**config.mk**
```make
export PLATFORM = sky130hd
export DESIGN_NAME = radix_prefixed_number_parser_core
export DESIGN_NICKNAME = d
export VERILOG_FILES = /design/src/rtl/core/rpnp_pkg.sv /design/src/rtl/core/rpnp_step.sv /design/src/rtl/core/radix_prefixed_number_parser_core.sv
export SDC_FILE = /design/constraint.sdc
export NUM_CORES = 1
export LEC_CHECK = 0
export BUFFER_PORTS_ARGS = -buffer_cell sky130_fd_sc_hd__buf_2
export CAP_MARGIN = 30
export CORE_MARGIN = 2
export CORE_UTILIZATION = 40
export CTS_CLUSTER_SIZE = 8
export DETAILED_ROUTE_END_ITERATION = 8
export PLACE_DENSITY = 0.6
export SLEW_MARGIN = 0
export SYNTH_ARGS = -nofsm -noshare
export SYNTH_HDL_FRONTEND = slang
export SYNTH_SLANG_ARGS = --single-unit
```
**constraint.sdc**
```tcl
create_clock -name aclk -period 6.7 [get_ports aclk]
set_input_delay 0.335 -clock aclk [delete_from_list [all_inputs] [get_ports aclk]]
set_output_delay 0.335 -clock aclk [all_outputs]
set_load 0.02 [all_outputs]
```
**src/rtl/core/rpnp_pkg.sv**
```systemverilog
// ----------------------------------------------------------------------------
// rpnp_pkg
// Shared types, constants and the digit decoder of the radix-prefixed
// number parser.
// ----------------------------------------------------------------------------
package rpnp_pkg;

    localparam int unsigned CHAR_W    = 8;
    localparam int unsigned VALUE_W   = 64;
    localparam int unsigned RADIX_W   = 5;

    localparam logic [RADIX_W-1:0] RADIX_HEX        = 5'd16;
    localparam logic [RADIX_W-1:0] RADIX_DEC        = 5'd10;
    localparam logic [RADIX_W-1:0] RADIX_OCT        = 5'd8;
    localparam logic [RADIX_W-1:0] RADIX_RESET      = RADIX_HEX;
    localparam logic [RADIX_W-1:0] RADIX_NONE       = 5'd0;
    // Digit code for a character that is not one of the sixteen digit symbols.
    localparam logic [RADIX_W-1:0] DIGIT_NONE       = 5'd16;
    localparam logic [CHAR_W-1:0]  DIGIT_ALPHA_BASE = 8'h0A;

    localparam logic [CHAR_W-1:0] CHAR_TERM    = 8'h00;
    localparam logic [CHAR_W-1:0] CHAR_ZERO    = 8'h30;
    localparam logic [CHAR_W-1:0] CHAR_NINE    = 8'h39;
    localparam logic [CHAR_W-1:0] CHAR_UPPER_A = 8'h41;
    localparam logic [CHAR_W-1:0] CHAR_UPPER_F = 8'h46;
    localparam logic [CHAR_W-1:0] CHAR_LOWER_A = 8'h61;
    localparam logic [CHAR_W-1:0] CHAR_LOWER_F = 8'h66;
    localparam logic [CHAR_W-1:0] CHAR_UPPER_X = 8'h58;
    localparam logic [CHAR_W-1:0] CHAR_LOWER_X = 8'h78;
    localparam logic [CHAR_W-1:0] CHAR_UPPER_N = 8'h4E;
    localparam logic [CHAR_W-1:0] CHAR_LOWER_N = 8'h6E;
    localparam logic [CHAR_W-1:0] CHAR_UPPER_O = 8'h4F;
    localparam logic [CHAR_W-1:0] CHAR_LOWER_O = 8'h6F;

    typedef enum logic [1:0] {
        POS_FIRST,
        POS_SECOND,
        POS_LATER
    } char_pos_t;

    typedef struct packed {
        logic [VALUE_W-1:0] accumulator;
        logic [RADIX_W-1:0] active_radix;
        char_pos_t          char_position;
        logic               leading_zero_seen;
        logic               stopped;
    } parse_state_t;

    // Value 0..15 of a digit symbol, DIGIT_NONE for anything else.
    function automatic logic [RADIX_W-1:0] digit_of(input logic [CHAR_W-1:0] c);
        logic [RADIX_W-1:0] d;
        d = DIGIT_NONE;
        if (c >= CHAR_ZERO && c <= CHAR_NINE) begin
            d = RADIX_W'(c - CHAR_ZERO);
        end else if (c >= CHAR_UPPER_A && c <= CHAR_UPPER_F) begin
            d = RADIX_W'(c - CHAR_UPPER_A + DIGIT_ALPHA_BASE);
        end else if (c >= CHAR_LOWER_A && c <= CHAR_LOWER_F) begin
            d = RADIX_W'(c - CHAR_LOWER_A + DIGIT_ALPHA_BASE);
        end
        return d;
    endfunction

endpackage

```
**src/rtl/core/rpnp_step.sv**
```systemverilog
// ----------------------------------------------------------------------------
// rpnp_step
// Next-state logic for one character: prefix detection, digit check and
// the accumulator multiply-add.
// ----------------------------------------------------------------------------
module rpnp_step (
    input  logic [rpnp_pkg::CHAR_W-1:0]  char_code,
    input  logic [rpnp_pkg::RADIX_W-1:0] default_radix,
    input  rpnp_pkg::parse_state_t       state_cur,
    output rpnp_pkg::parse_state_t       state_next,
    output logic                         is_term
);

    always_comb begin
        logic                         take_en;
        logic [rpnp_pkg::RADIX_W-1:0] take_radix;
        logic [rpnp_pkg::RADIX_W-1:0] digit;
        logic                         is_x;
        logic                         is_n;
        logic                         is_o;

        state_next = state_cur;
        take_en    = 1'b0;
        take_radix = state_cur.active_radix;
        digit      = rpnp_pkg::digit_of(char_code);
        is_term    = (char_code == rpnp_pkg::CHAR_TERM);
        is_x = (char_code == rpnp_pkg::CHAR_UPPER_X) || (char_code == rpnp_pkg::CHAR_LOWER_X);
        is_n = (char_code == rpnp_pkg::CHAR_UPPER_N) || (char_code == rpnp_pkg::CHAR_LOWER_N);
        is_o = (char_code == rpnp_pkg::CHAR_UPPER_O) || (char_code == rpnp_pkg::CHAR_LOWER_O);

        if (is_term) begin
            state_next.accumulator       = '0;
            state_next.active_radix      = default_radix;
            state_next.char_position     = rpnp_pkg::POS_FIRST;
            state_next.leading_zero_seen = 1'b0;
            state_next.stopped           = 1'b0;
        end else begin
            unique case (state_cur.char_position)
                rpnp_pkg::POS_FIRST: begin
                    // The default radix is sampled on the first character only.
                    state_next.active_radix  = default_radix;
                    state_next.char_position = rpnp_pkg::POS_SECOND;
                    take_radix               = default_radix;
                    if (char_code == rpnp_pkg::CHAR_ZERO) begin
                        state_next.leading_zero_seen = 1'b1;
                    end else begin
                        take_en = 1'b1;
                    end
                end
                rpnp_pkg::POS_SECOND: begin
                    state_next.char_position = rpnp_pkg::POS_LATER;
                    if (state_cur.leading_zero_seen) begin
                        state_next.leading_zero_seen = 1'b0;
                        priority if (is_x) begin
                            state_next.active_radix = rpnp_pkg::RADIX_HEX;
                        end else if (is_n) begin
                            state_next.active_radix = rpnp_pkg::RADIX_DEC;
                        end else if (is_o) begin
                            state_next.active_radix = rpnp_pkg::RADIX_OCT;
                        end else if (state_cur.active_radix == rpnp_pkg::RADIX_NONE) begin
                            // With radix zero the leading zero itself is invalid.
                            state_next.stopped = 1'b1;
                        end else begin
                            take_en = 1'b1;
                        end
                    end else begin
                        take_en = !state_cur.stopped;
                    end
                end
                default: begin
                    take_en = !state_cur.stopped;
                end
            endcase

            if (take_en) begin
                if (digit >= rpnp_pkg::DIGIT_NONE || digit >= take_radix) begin
                    state_next.stopped = 1'b1;
                end else begin
                    state_next.accumulator = rpnp_pkg::VALUE_W'(
                        state_cur.accumulator * rpnp_pkg::VALUE_W'(take_radix)
                        + rpnp_pkg::VALUE_W'(digit));
                end
            end
        end
    end

endmodule

```
**src/rtl/core/radix_prefixed_number_parser_core.sv**
```systemverilog
// ----------------------------------------------------------------------------
// radix_prefixed_number_parser_core
// Parses an ASCII number string, one character per beat, into a 64-bit value.
// ----------------------------------------------------------------------------
// Usage:
//   The s_ channel carries one character per beat in s_tdata; a zero byte
//   ends the string. Each terminator beat yields exactly one m_ beat holding
//   the parsed value; other characters yield nothing. A leading 0x, 0n or 0o
//   selects radix 16, 10 or 8; otherwise cfg_wdata as last written through
//   cfg_wen applies, sampled on the first character of each string.
//   Write the radix only while the block is idle.
// Throughput: one character per cycle while no terminator waits for the
//   output register; the accumulator update (a 64 by 5 bit multiply-add) in rpnp_step is combinational.
// Path: a terminator accepted on the s_ channel waits in the input register
//   and is loaded into the output register when the output is free; m_tvalid
//   then rises with the result beat.
// Reset: aresetn low empties the input and output registers, clears the
//   string state and sets the default radix to 16; s_tready is low.
// Stall: while m_tvalid is held by a low m_tready, characters other than
//   the terminator still flow; a terminator waits in the input register and
//   s_tready drops until the result beat is taken.
// ----------------------------------------------------------------------------
module radix_prefixed_number_parser_core (
    input  logic                          aclk,
    input  logic                          aresetn,
    input  logic                          cfg_wen,
    input  logic [rpnp_pkg::RADIX_W-1:0]  cfg_wdata,   // default_radix
    input  logic                          s_tvalid,
    output logic                          s_tready,
    input  logic [rpnp_pkg::CHAR_W-1:0]   s_tdata,     // [7:0] char_code
    output logic                          m_tvalid,
    input  logic                          m_tready,
    output logic [rpnp_pkg::VALUE_W-1:0]  m_tdata      // [63:0] parsed_value
);

    logic [rpnp_pkg::RADIX_W-1:0] default_radix_reg;
    logic                         in_valid_reg;
    logic [rpnp_pkg::CHAR_W-1:0]  in_char_reg;
    rpnp_pkg::parse_state_t       state_reg;
    rpnp_pkg::parse_state_t       state_next;
    logic                         m_valid_reg;
    logic [rpnp_pkg::VALUE_W-1:0] m_data_reg;
    logic                         is_term;
    logic                         out_free;
    logic                         proc_fire;

    rpnp_step u_step (
        .char_code     (in_char_reg),
        .default_radix (default_radix_reg),
        .state_cur     (state_reg),
        .state_next    (state_next),
        .is_term       (is_term)
    );

    assign out_free  = !m_valid_reg || m_tready;
    // A terminator needs room in the output register; other characters do not.
    assign proc_fire = in_valid_reg && (!is_term || out_free);
    assign s_tready  = aresetn && (!in_valid_reg || proc_fire);
    assign m_tvalid  = m_valid_reg;
    assign m_tdata   = m_data_reg;

    always_ff @(posedge aclk) begin
        if (!aresetn) begin
            default_radix_reg           <= rpnp_pkg::RADIX_RESET;
            in_valid_reg                <= 1'b0;
            m_valid_reg                 <= 1'b0;
            state_reg.accumulator       <= '0;
            state_reg.active_radix      <= rpnp_pkg::RADIX_RESET;
            state_reg.char_position     <= rpnp_pkg::POS_FIRST;
            state_reg.leading_zero_seen <= 1'b0;
            state_reg.stopped           <= 1'b0;
        end else begin
            if (cfg_wen) begin
                default_radix_reg <= cfg_wdata;
            end
            if (s_tvalid && s_tready) begin
                in_valid_reg <= 1'b1;
                in_char_reg  <= s_tdata;
            end else if (proc_fire) begin
                in_valid_reg <= 1'b0;
            end
            if (proc_fire) begin
                state_reg <= state_next;
            end
            if (proc_fire && is_term) begin
                m_valid_reg <= 1'b1;
                m_data_reg  <= state_reg.accumulator;
            end else if (m_tready) begin
                m_valid_reg <= 1'b0;
            end
        end
    end

endmodule

```
# After elaboration in Yosys (flattened, before gate mapping)
# Index checks and enable logic that the tools add are counted.
# op_classes
add_sub_neg	6
mul	1
div_mod_pow	0
magnitude_cmp	8
eq_ne	12
shift	0
muxes	34
bitwise	0
n_reduce_logical	31
# op_table
cell	n
$mux 64	2
$mux 73	1
$add 64x5->64	1
$mul 64x5->64	1
$eq 8x7->1 const B	6
$mux 5	9
$mux 1	20
$ge 8x7->1 const B	2
$le 8x7->1 const B	2
$pmux 8 s2	1
$add 5x4->5 const B	2
$sub 5x1->5 const B	2
$eq 8x6->1 const B	1
$ge 8x6->1 const B	1
$le 8x6->1 const B	1
$logic_not 8->1	1
$logic_and 1x1->1	7
$logic_or 1x1->1	7
$reduce_and 2->1	3
$reduce_and 3->1	2
$reduce_bool 2->1	3
$ge 5x5->1	1
$ge 5x5->1 const B	1
$logic_not 5->1	1
11 further kinds	14
# totals
reg_bits	152
latch_bits	0
mem_bits_rw	0
romBits	0
in_bits	18
word_cells	102
n_memories	0

# Depth between registers and ports, before layout
# Gate-level depths: netlist of the first run.
# logic_depth
depth_word	10
ltp_mapped	25
depth_no_buf	25

# Hierarchy
# From an unflattened synthesis of the first run, not the netlist that was laid out.
# hier_totals
cells_unflattened	1998
area_unflattened_um2	17367.9
# modules_own_cells
module	n_inst	cells_each	area_each_um2	seq_area_each_um2
rpnp_step	1	1581	11945.2	0.0
radix_prefixed_number_parser_core	1	417	5422.7	3763.6

# Least setup slack after synthesis of the first run
# OpenSTA, ideal clock, no wires.
# synth_path
kind	register to register
start	reg state_reg[2] (netlist bit)
end	reg state_reg[70] (netlist bit)
setup_ns	0.117
t_arrival_ns	5.351
required_ns	6.583
setup_slack_ns	1.231
path_stages_with_launch	23
path_buffers	4
period_less_slack_ns	5.469
cell_sequence	dfxtp_1 > clkbuf_1 > nor2_1 > mux2_2 > clkbuf_1 > clkbuf_1 > nand2_1 > fa_1 > inv_1 > fa_1 > fa_1 > ha_1 > buf_2 > nand2_1 > nor3_1 > nor3b_2 > o211ai_1 > and3_4 > a211o_1 > a31oi_2 > o2111ai_1 > a21o_1 > a32o_1
# synth_via
elab_chain_cells	8
# synth_rtl
item	line_no	text
start: declaration	radix_prefixed_number_parser_core.sv:39	rpnp_pkg::parse_state_t state_reg;
start signal: assignment	radix_prefixed_number_parser_core.sv:83	state_reg <= state_next;
$logic_not 2->1	rpnp_step.sv:38	unique case (state_cur.char_position)
$mux 5	rpnp_step.sv:38	
$mux 5	rpnp_step.sv:31	if (is_term) begin
$mul 64x5->64	rpnp_step.sv:80	state_cur.accumulator * rpnp_pkg::VALUE_W'(take_radix)
$add 64x5->64	rpnp_step.sv:81	+ rpnp_pkg::VALUE_W'(digit));
$mux 64	rpnp_step.sv:76	if (digit >= rpnp_pkg::DIGIT_NONE || digit >= take_radix) begin
$mux 64	rpnp_step.sv:75	if (take_en) begin
$mux 73	rpnp_step.sv:31	
# Several ways; a longest one is shown, not always the timed one. The select of a mux whose other input is x is not followed.
# A chain may end at the register's enable or synchronous reset.

# Worst setup path in the final report of the first run
# layout_path
start	reg state_reg[3] (netlist bit)
end	reg state_reg[51] (netlist bit)
# Same word-level chain as after synthesis.

==> impl.org, run 1 <==
** Status
- Outcome :: finished clean

** Place
- Routability Congestion :: 0.870
- Sum of net half-perimeters after detailed placement :: 31400 um
- Placed instance count :: 2294
- DP Worst Slack :: 0.493 ns
- Buffers on Ports :: 83

** Finish
- Synthesis-to-layout area growth :: 9.91%
- The finished layout holds 2326 standard cells, fillers aside.
- Max FFs per register :: 73
- Fraction of final layout cells with drive strength greater than 1 :: 9.22%
- Final standard cell utilization of the core :: 44.4%
- The number of antenna diodes in the final layout is 0.
- Number of nets in the finished design :: 2123

** Global route
- Maximum number of pins on one net before global-route repair :: 39
- Global-route usage over all layers :: 20.8%
- Number of global-route vias before repair :: 12800
- Global route overflow :: 0
- Global-route wire length before repair :: 68100 um
- The number of antenna violations at the first check in global routing was 0.

** Floorplan
- In this run the horizontal extent of the chip is 204 um.
- In this run the core area contains 73 standard-cell rows.
- The core region is 39500 sq um.
- Floorplan die area :: 41500 sq um
- 84 I/O pins were placed.
- In this run the vertical extent of the chip is 204 um.
- The initial utilization of the core area, before any placement, comes to 40.4%.

** Clock tree
- Clock tree synthesis selected as its root buffer the cell sky130_fd_sc_hd__clkbuf_16.
- Number of post-CTS setup repair buffers :: 0
- TritonCTS clock tree :: yes
- At the later pin of the worst-skew pair, clock insertion delay measures 0.46 ns.
- Once the clock tree was built, the resizer swapped 0 gates to a different size.
- Number of buffers between clock root and the deepest sink :: 2
- Count of clock tree sinks :: 152
- Hold bufs inserted after CTS :: 0
- In this run, CTS created clock tree buffers numbering 17.
- After clock tree synthesis, the clock-pin slew on the worst setup and hold paths is 0.07 ns.
- CTS HTree Levels :: 4

** STA
- Worst setup slack after layout :: 0.434 ns
- At the pin with the least slew margin, the transition time is 0.962 ns.
- Timing would allow up to 0.160 GHz.
- Setup total negative slack on the finished layout was measured at 0 ns.
- Dividing the final minimum period by the clock period gives 93.5%.
- Setup violations remaining at the end of the flow were counted as 0.
- Min cycle time layout :: 6.27 ns
- Setup repair after global routing left no endpoint under its margin.
- Worst relative slew slack :: 35.6%
- Final count of pins violating max slew :: 0
- Number of endpoints with negative hold slack in the final report :: 0
- Across the routed clock network, the largest skew measured is 0.0110 ns.

** Routing
- Dividing the detail-routed via count by the number of cells gives 5.40.
- Final routed wirelength across all metal layers :: 41700 um
- WL/cell :: 17.9 um
- DRC marker count from the first detailed-route iteration :: 753
- Before antenna repair, the detailed router went through 5 iterations.
- In this run the remaining antenna-violating nets after routing total 0.
- Number of vias after detailed routing :: 12600
- Remaining design rule violation count :: 0

** Logic synthesis
- Dominant cell type by area after synthesis :: sky130_fd_sc_hd__fa_1
- The Yosys step of the flow raised 0 warnings.
- Of the post-synthesis cell area, the dominant cell type holds 23.0%.
- Share of flip-flops with an asynchronous set or reset :: 0%
- Netlist Area Pre-Place :: 16000 sq um
- Of the synthesized area, sequential elements account for 23.6%.
- The number of nets in the synthesized netlist is 2084.
- Library cells used by synthesis :: 76
- Number of enable-type register cells in the synthesized netlist :: 72
- Synthesized instance count :: 1749
- After synthesis, the mean cell area works out to 9.12 sq um.
- Ranking of synthesized cells by area :: sky130_fd_sc_hd__fa_1, sky130_fd_sc_hd__edfxtp_1, sky130_fd_sc_hd__ha_1
- The synthesized design contains 152 register bits.
- Synth Flop Type :: sky130_fd_sc_hd__dfxtp_1

** Worst hold path
- The worst hold path belongs to the class primary input to register.

** Setup path
- Counting both buffers and inverters, the worst setup path holds a total of 1.
- Traced cell by cell, the critical path runs through nor2_1 -> mux2_2 -> nand2_1 -> fa_1 -> inv_1 -> fa_1 -> fa_1 -> ha_1 -> a21oi_1 -> o211ai_1 -> a21o_1 -> a311oi_2 -> a21oi_1 -> a21oi_1 -> o21ai_1 -> a21oi_1 -> xnor2_1 -> a22o_1.
- Of all nets on the critical path, the largest fanout is 27.
- Critical path required time :: 7.05 ns
- For this design, the slowest cell found on the critical path is sky130_fd_sc_hd__mux2_2.
- Data arrival time at the worst-slack endpoint :: 6.61 ns
- The worst setup path is captured at a register.
- Worst stage delay on the critical path :: 0.71 ns
- Category of the worst setup path launch point :: register
- Cell class contributing the biggest share of worst-path delay :: compound AO/OA/AOI/OAI gates
- CP dominant cell by count :: sky130_fd_sc_hd__a21oi_1
- Worst setup path class :: register to register

** Flow run
- Max-cap violations in this run came to 0.

** Power
- Total power per unit cell area :: 126 nW/um^2
- Final Power :: 2.21 mW
- Peak VDD IR :: 0.184 mV
- Static leakage :: 8.14 nW
==> worst reg2reg max path, delay by kind of cell (launching register included) <==
family / cells / cell delay (ns)
buffers and inverters: 1 / 0.06
muxes: 1 / 0.71
and+or+nand+nor: 2 / 0.59
adders and majority gates: 4 / 1.94
xor gates and xnor gates: 1 / 0.08
AOI/OAI and AO/OA: 9 / 2.38
DFF: 1 / 0.41
==> synth_stat cells (12+ instances only) <==
master / count
sky130_fd_sc_hd__o21ai_0: 39
sky130_fd_sc_hd__nand2b_1: 12
sky130_fd_sc_hd__o21bai_1: 14
sky130_fd_sc_hd__xor2_1: 16
sky130_fd_sc_hd__and2_1: 131
sky130_fd_sc_hd__nand2_1: 263
sky130_fd_sc_hd__inv_1: 189
sky130_fd_sc_hd__buf_2: 18
sky130_fd_sc_hd__clkbuf_1: 57
sky130_fd_sc_hd__nand3_1: 37
sky130_fd_sc_hd__dfxtp_1: 80
sky130_fd_sc_hd__nor2_1: 69
sky130_fd_sc_hd__a21o_1: 44
sky130_fd_sc_hd__a31oi_1: 12
sky130_fd_sc_hd__nand4_1: 16
sky130_fd_sc_hd__fa_1: 183
sky130_fd_sc_hd__a22o_1: 21
sky130_fd_sc_hd__ha_1: 134
sky130_fd_sc_hd__a21oi_1: 113
sky130_fd_sc_hd__edfxtp_1: 72
sky130_fd_sc_hd__nor3_1: 23
sky130_fd_sc_hd__xnor2_1: 49
==> cells by family after synthesis <==
family	after synthesis	share of synthesized area, %
compound gates	328	13.6
xor+xnor	65	3.57
fa+ha+maj	317	33.5
buf+inv	275	6.81
flops	152	23.6
mux	13	0.855
simple gates	599	18.2
==> layout make-up <==
class                   count  area (sq um)
inverters                 190           713
fillers                  3849         22000
flip-flops and latches    152          3760
multi-input cells        1322         11100
repair buffers            105           646
well taps                 525           657
clock inverters            12           165
clock buffers              20           468
==> layer usage <==
layer | wire length, um | GRT usage, % | vias to the layer above
met1 | 19200 | 28.2 | 6329
met5 | 0 | 0 | -
met4 | 904 | 6.54 | 0
li1 | - | - | 5910
met2 | 19900 | 34.5 | 276
met3 | 1690 | 2.48 | 55
==> path summary, 6_finish.rpt <==
path	start	end	slack, ns	depth (start not counted)
worst max-delay path	state_reg[3]	state_reg[51]	0.43	18
worst max register to register	state_reg[3]	state_reg[51]	0.43	18
worst min register to register	state_reg[7]	state_reg[7]	0.48	2
worst min-delay path	s_tdata[1]	in_char_reg[1]	0.06	1
==> where the power goes <==
part / total, mW / leakage, nW / switching [mW] / internal (mW)
Sequential: 0.987 / 1.35 / 0.0139 / 0.973
Clock: 1.07 / 0.299 / 0.445 / 0.623
Combinational: 0.151 / 6.49 / 0.109 / 0.0420
Total: 2.21 / 8.14 / 0.569 / 1.64
==> layout by cell type, fill, tap and decap left out, types with 8 or more instances in the layout <==
cell type                   instances
sky130_fd_sc_hd__mux2i_1            8
sky130_fd_sc_hd__xor2_1            16
sky130_fd_sc_hd__o21ai_1            8
sky130_fd_sc_hd__dfxtp_1           80
sky130_fd_sc_hd__clkbuf_16         18
sky130_fd_sc_hd__or3_1              9
sky130_fd_sc_hd__o21a_1             9
sky130_fd_sc_hd__nor2b_1            8
sky130_fd_sc_hd__and2_1           131
sky130_fd_sc_hd__nand2_1          263
sky130_fd_sc_hd__a21oi_1          113
sky130_fd_sc_hd__a31oi_1           12
sky130_fd_sc_hd__buf_4             18
sky130_fd_sc_hd__nor3_1            23
sky130_fd_sc_hd__o21ai_0           39
sky130_fd_sc_hd__a21o_1            44
sky130_fd_sc_hd__nand2b_1          12
sky130_fd_sc_hd__edfxtp_1          72
sky130_fd_sc_hd__inv_1            189
sky130_fd_sc_hd__nand3_1           37
sky130_fd_sc_hd__buf_2             83
sky130_fd_sc_hd__a22o_1            21
sky130_fd_sc_hd__fa_1             183
sky130_fd_sc_hd__ha_1             134
sky130_fd_sc_hd__nor2_1            67
sky130_fd_sc_hd__o21bai_1          14
sky130_fd_sc_hd__nand4_1           16
sky130_fd_sc_hd__xnor2_1           49
==> per-stage QoR <==
step                hold slack, ns  instance area [sq um]
floorplan                    0.430                  16000
global placement             0.461                  16800
detailed placement           0.475                  16900
CTS                         0.0421                  17500
global route                0.0507                  17500
finish                      0.0614                  17500
Power figures use the tool's default switching activity.
==> inputs of run 2 (changes only) <==
--- a/config.mk
+++ b/config.mk
@@ -5,7 +5,7 @@
 export SDC_FILE = /design/constraint.sdc
 export NUM_CORES = 1
 export LEC_CHECK = 0
-export BUFFER_PORTS_ARGS = -buffer_cell sky130_fd_sc_hd__buf_2
+export BUFFER_PORTS_ARGS = -buffer_cell sky130_fd_sc_hd__buf_4
 export CAP_MARGIN = 30
 export CORE_MARGIN = 2
 export CORE_UTILIZATION = 40
==> run 2 against run 1 <==
Clock-buffer cell count increased by 1. Non-clock buffer count fell by 5. Largest cell class unchanged. Clock power decreased by 4%. Global-route usage rose by 0.067 points. Critical path type unchanged. Final cell count fell by 0.21%. Largest power group unchanged.
==> impl.org, run 2 (synthesis results as in run 1) <==
** Finish
- Multi-input combinational cell area :: 11100 sq um (+0.10%)
- Fin area :: 17700 sq um (+0.72%)
- Synthesis-to-layout area growth :: 10.7%
- Number of nets in the finished design :: 2118 (-0.24%)
- Fill cell total of the finished layout :: 3856 (+0.18%)
- The top cell types in the final layout, fill and taps aside, are sky130_fd_sc_hd__nand2_1, sky130_fd_sc_hd__inv_1, sky130_fd_sc_hd__fa_1, sky130_fd_sc_hd__ha_1, sky130_fd_sc_hd__and2_1.
- Leading cell type in the layout, fill and taps excluded :: sky130_fd_sc_hd__nand2_1
- The antenna diode count came to 0 (unchanged).
- The fraction of layout cells with a size suffix above 1 came to 8.85% (-0.36 points).
- Final standard cell utilization of the core :: 44.7% (+0.32 points)
- Max FFs per register :: 73 (unchanged)
- The sequential cell area in the final layout came to 3760 sq um (unchanged).

** Floorplan
- The vertical die dimension is 204 um (unchanged).
- The number of placed I/O pins came to 84 (unchanged).
- Core outline area :: 39500 sq um (unchanged)
- Starting utilization of the core area :: 40.4% (unchanged)
- The floorplan die width came to 204 um (unchanged).
- Std cell rows :: 73 (unchanged)
- The die area is 41500 sq um (unchanged).

** STA
- The worst-case hold slack came to 0.0667 ns (+0.00535 ns).
- The total count of hold-check failures in the final report is 0 (unchanged).
- The max-slew headroom at the worst pin is 34.2% (-1.5 points).
- Final setup violation count :: 0 (unchanged)
- The transition at the pin with the smallest max-transition slack came to 0.984 ns (+0.0217 ns).
- The achievable frequency was 0.156 GHz (-2.3%).
- Setup repair after global routing left no endpoint under its margin.
- Final count of pins violating max slew :: 0 (unchanged)
- Fin crit share :: 95.8% (+2.2 points)
- The minimum clock period was 6.42 ns (+0.150 ns).
- Post-route clock skew :: 0.0136 ns (+0.00259 ns)
- The total negative setup slack was 0 ns (unchanged).

** Setup path
- Data arrival time at the worst-slack endpoint :: 6.76 ns (+0.15 ns)
- Worst stage delay on the critical path :: 0.52 ns (-0.19 ns)
- CP dominant cell by count :: sky130_fd_sc_hd__fa_1
- Grouping stages by cell kind, the critical path spends the most delay in adder cells.
- Walking the worst path, the cells encountered are nor2_1 -> mux2_4 -> buf_4 -> nand2_1 -> fa_1 -> inv_1 -> fa_1 -> fa_1 -> ha_1 -> and4_1 -> nand3_1 -> nor2_1 -> o211ai_1 -> and3_4 -> a211o_1 -> a31oi_2 -> o2111ai_1 -> a21o_1 -> a32o_1.
- The highest net fanout along the worst path was 25 (-7.4%).
- Terminus of the critical flop-to-flop path :: state_reg[70]
- Startpoint of the worst-slack reg-to-reg timing path :: state_reg[3]
- The required time at the worst-slack endpoint is 7.05 ns (about the same).
- Total buffers and inverters traversed by the critical path :: 2 (+1)
- The worst setup path is launched from a register.
- Worst setup path class :: register to register
- Cells on worst reg2reg path :: 19 (+1)
- Crit path max-delay cell type :: sky130_fd_sc_hd__fa_1
- The reg2reg setup slack was 0.28 ns (-0.15 ns).
- The worst setup path is captured at a register.

** Routing
- Via density :: 5.38 (-0.45%)
- Remaining design rule violation count :: 0 (unchanged)
- The total routed wirelength was 41700 um (about the same).
- Number of vias after detailed routing :: 12500 (-0.67%)
- The number of antenna-violating nets in the routed design came to 0 (unchanged).
- The number of search-and-repair iterations in the first detailed-routing pass was 5 (unchanged).
- DRC marker count from the first detailed-route iteration :: 592 (-21%)
- WL/cell :: 18.0 um (+0.25%)

** Flow run
- Number of max-capacitance violations reported :: 0 (unchanged)

** Worst hold path
- The cell depth of the worst min-delay path is 1 (unchanged).
- In this run the most critical hold path is launched from s_tdata[0].
- Terminating pin of the worst hold path :: in_char_reg[0]
- Min-Delay Path Class :: primary input to register

** Clock tree
- Num CTS Buffers :: 17 (unchanged)
- Count of clock tree sinks :: 152 (unchanged)
- The clock-pin slew of the registers on the worst-case setup and hold paths was 0.07 ns (about the same).
- Hold bufs inserted after CTS :: 0 (unchanged)
- Root buffer cell :: sky130_fd_sc_hd__clkbuf_16
- The clock latency on the worst-skew pair was 0.45 ns (about the same).
- The number of gates resized after cts was 0 (unchanged).
- CTS HTree Levels :: 4 (unchanged)
- The post-CTS setup-driven buffer insertion count was 0 (unchanged).
- The maximum buffer depth of the clock tree was 2 (unchanged).
- TritonCTS clock tree :: yes

** Global route
- The first-pass GRT wire length is 68500 um (+0.59%).
- Maximum number of pins on one net before global-route repair :: 43 (+10%)
- The via count of the first global-routing pass is 13000 (+1.7%).
- Global route overflow :: 0 (unchanged)
- The overall global routing resource usage came to 20.8% (+0.067 points).
- Number of antenna violations at the first check in global routing :: 0 (unchanged)

** Place
- The cell area reported after detailed placement came to 17000 sq um (+0.70%).
- The placed wire-length estimate after detailed placement came to 30900 um (-1.5%).
- The final estimated routing congestion in global placement was 0.877 (+0.80%).
- The number of buffers added on ports was 83 (unchanged).

** Power
- Peak VDD IR :: 0.161 mV (-12%)
- Final Power :: 2.17 mW (-1.6%)
- Total power per unit cell area :: 123 nW/um^2 (-2.4%)
- The leakage power summed over all cells came to 8.17 nW (+0.31%).

** Status
- Outcome :: finished clean
[run 2: how the worst max path moves through the flow]
stage	startpoint	end	slack, ns	cells after the start
after floorplan	state_reg[2]	state_reg[70]	1.23	22
after global placement	state_reg[2]	state_reg[70]	0.43	19
after detailed placement	state_reg[3]	state_reg[71]	0.32	19
after CTS	state_reg[3]	state_reg[71]	0.28	19
after global routing	in_char_reg[0]	state_reg[57]	0.04	24
final	state_reg[3]	state_reg[70]	0.28	19
[run 2: stage by stage]
stage               std cells  setup slack, ns
floorplan                1749             1.23
global placement         2287            0.428
detailed placement       2288            0.322
CTS                      2320            0.280
global route             2321           0.0395
finish                   2321            0.284
[run 2: area by class of cell]
class / instances / area share [%]
Multi-Input combinational cell: 1322 / 63.1
Sequential cell: 152 / 21.3
Timing Repair Buffer: 100 / 4.48
Inverter: 190 / 4.04
Tap cell: 525 / 3.72
Clock buffer: 21 / 2.73
Clock inverter: 11 / 0.680
[run 2: power breakdown]
part	internal (mW)	total (mW)	switching (mW)
Combinational	0.0418	0.151	0.109
Clock	0.592	1.03	0.441
Sequential	0.973	0.987	0.0134
[run 2: layer usage]
metal | global-route usage, % | vias to the layer above | share of wire, % | wire (um)
li1 | - | 5906 | - | -
met4 | 8.00 | 0 | 3.0 | 1240
met5 | 0 | - | 0 | 0
met1 | 28.0 | 6247 | 47 | 19400
met2 | 34.1 | 270 | 47 | 19400
met3 | 2.72 | 63 | 3.9 | 1610
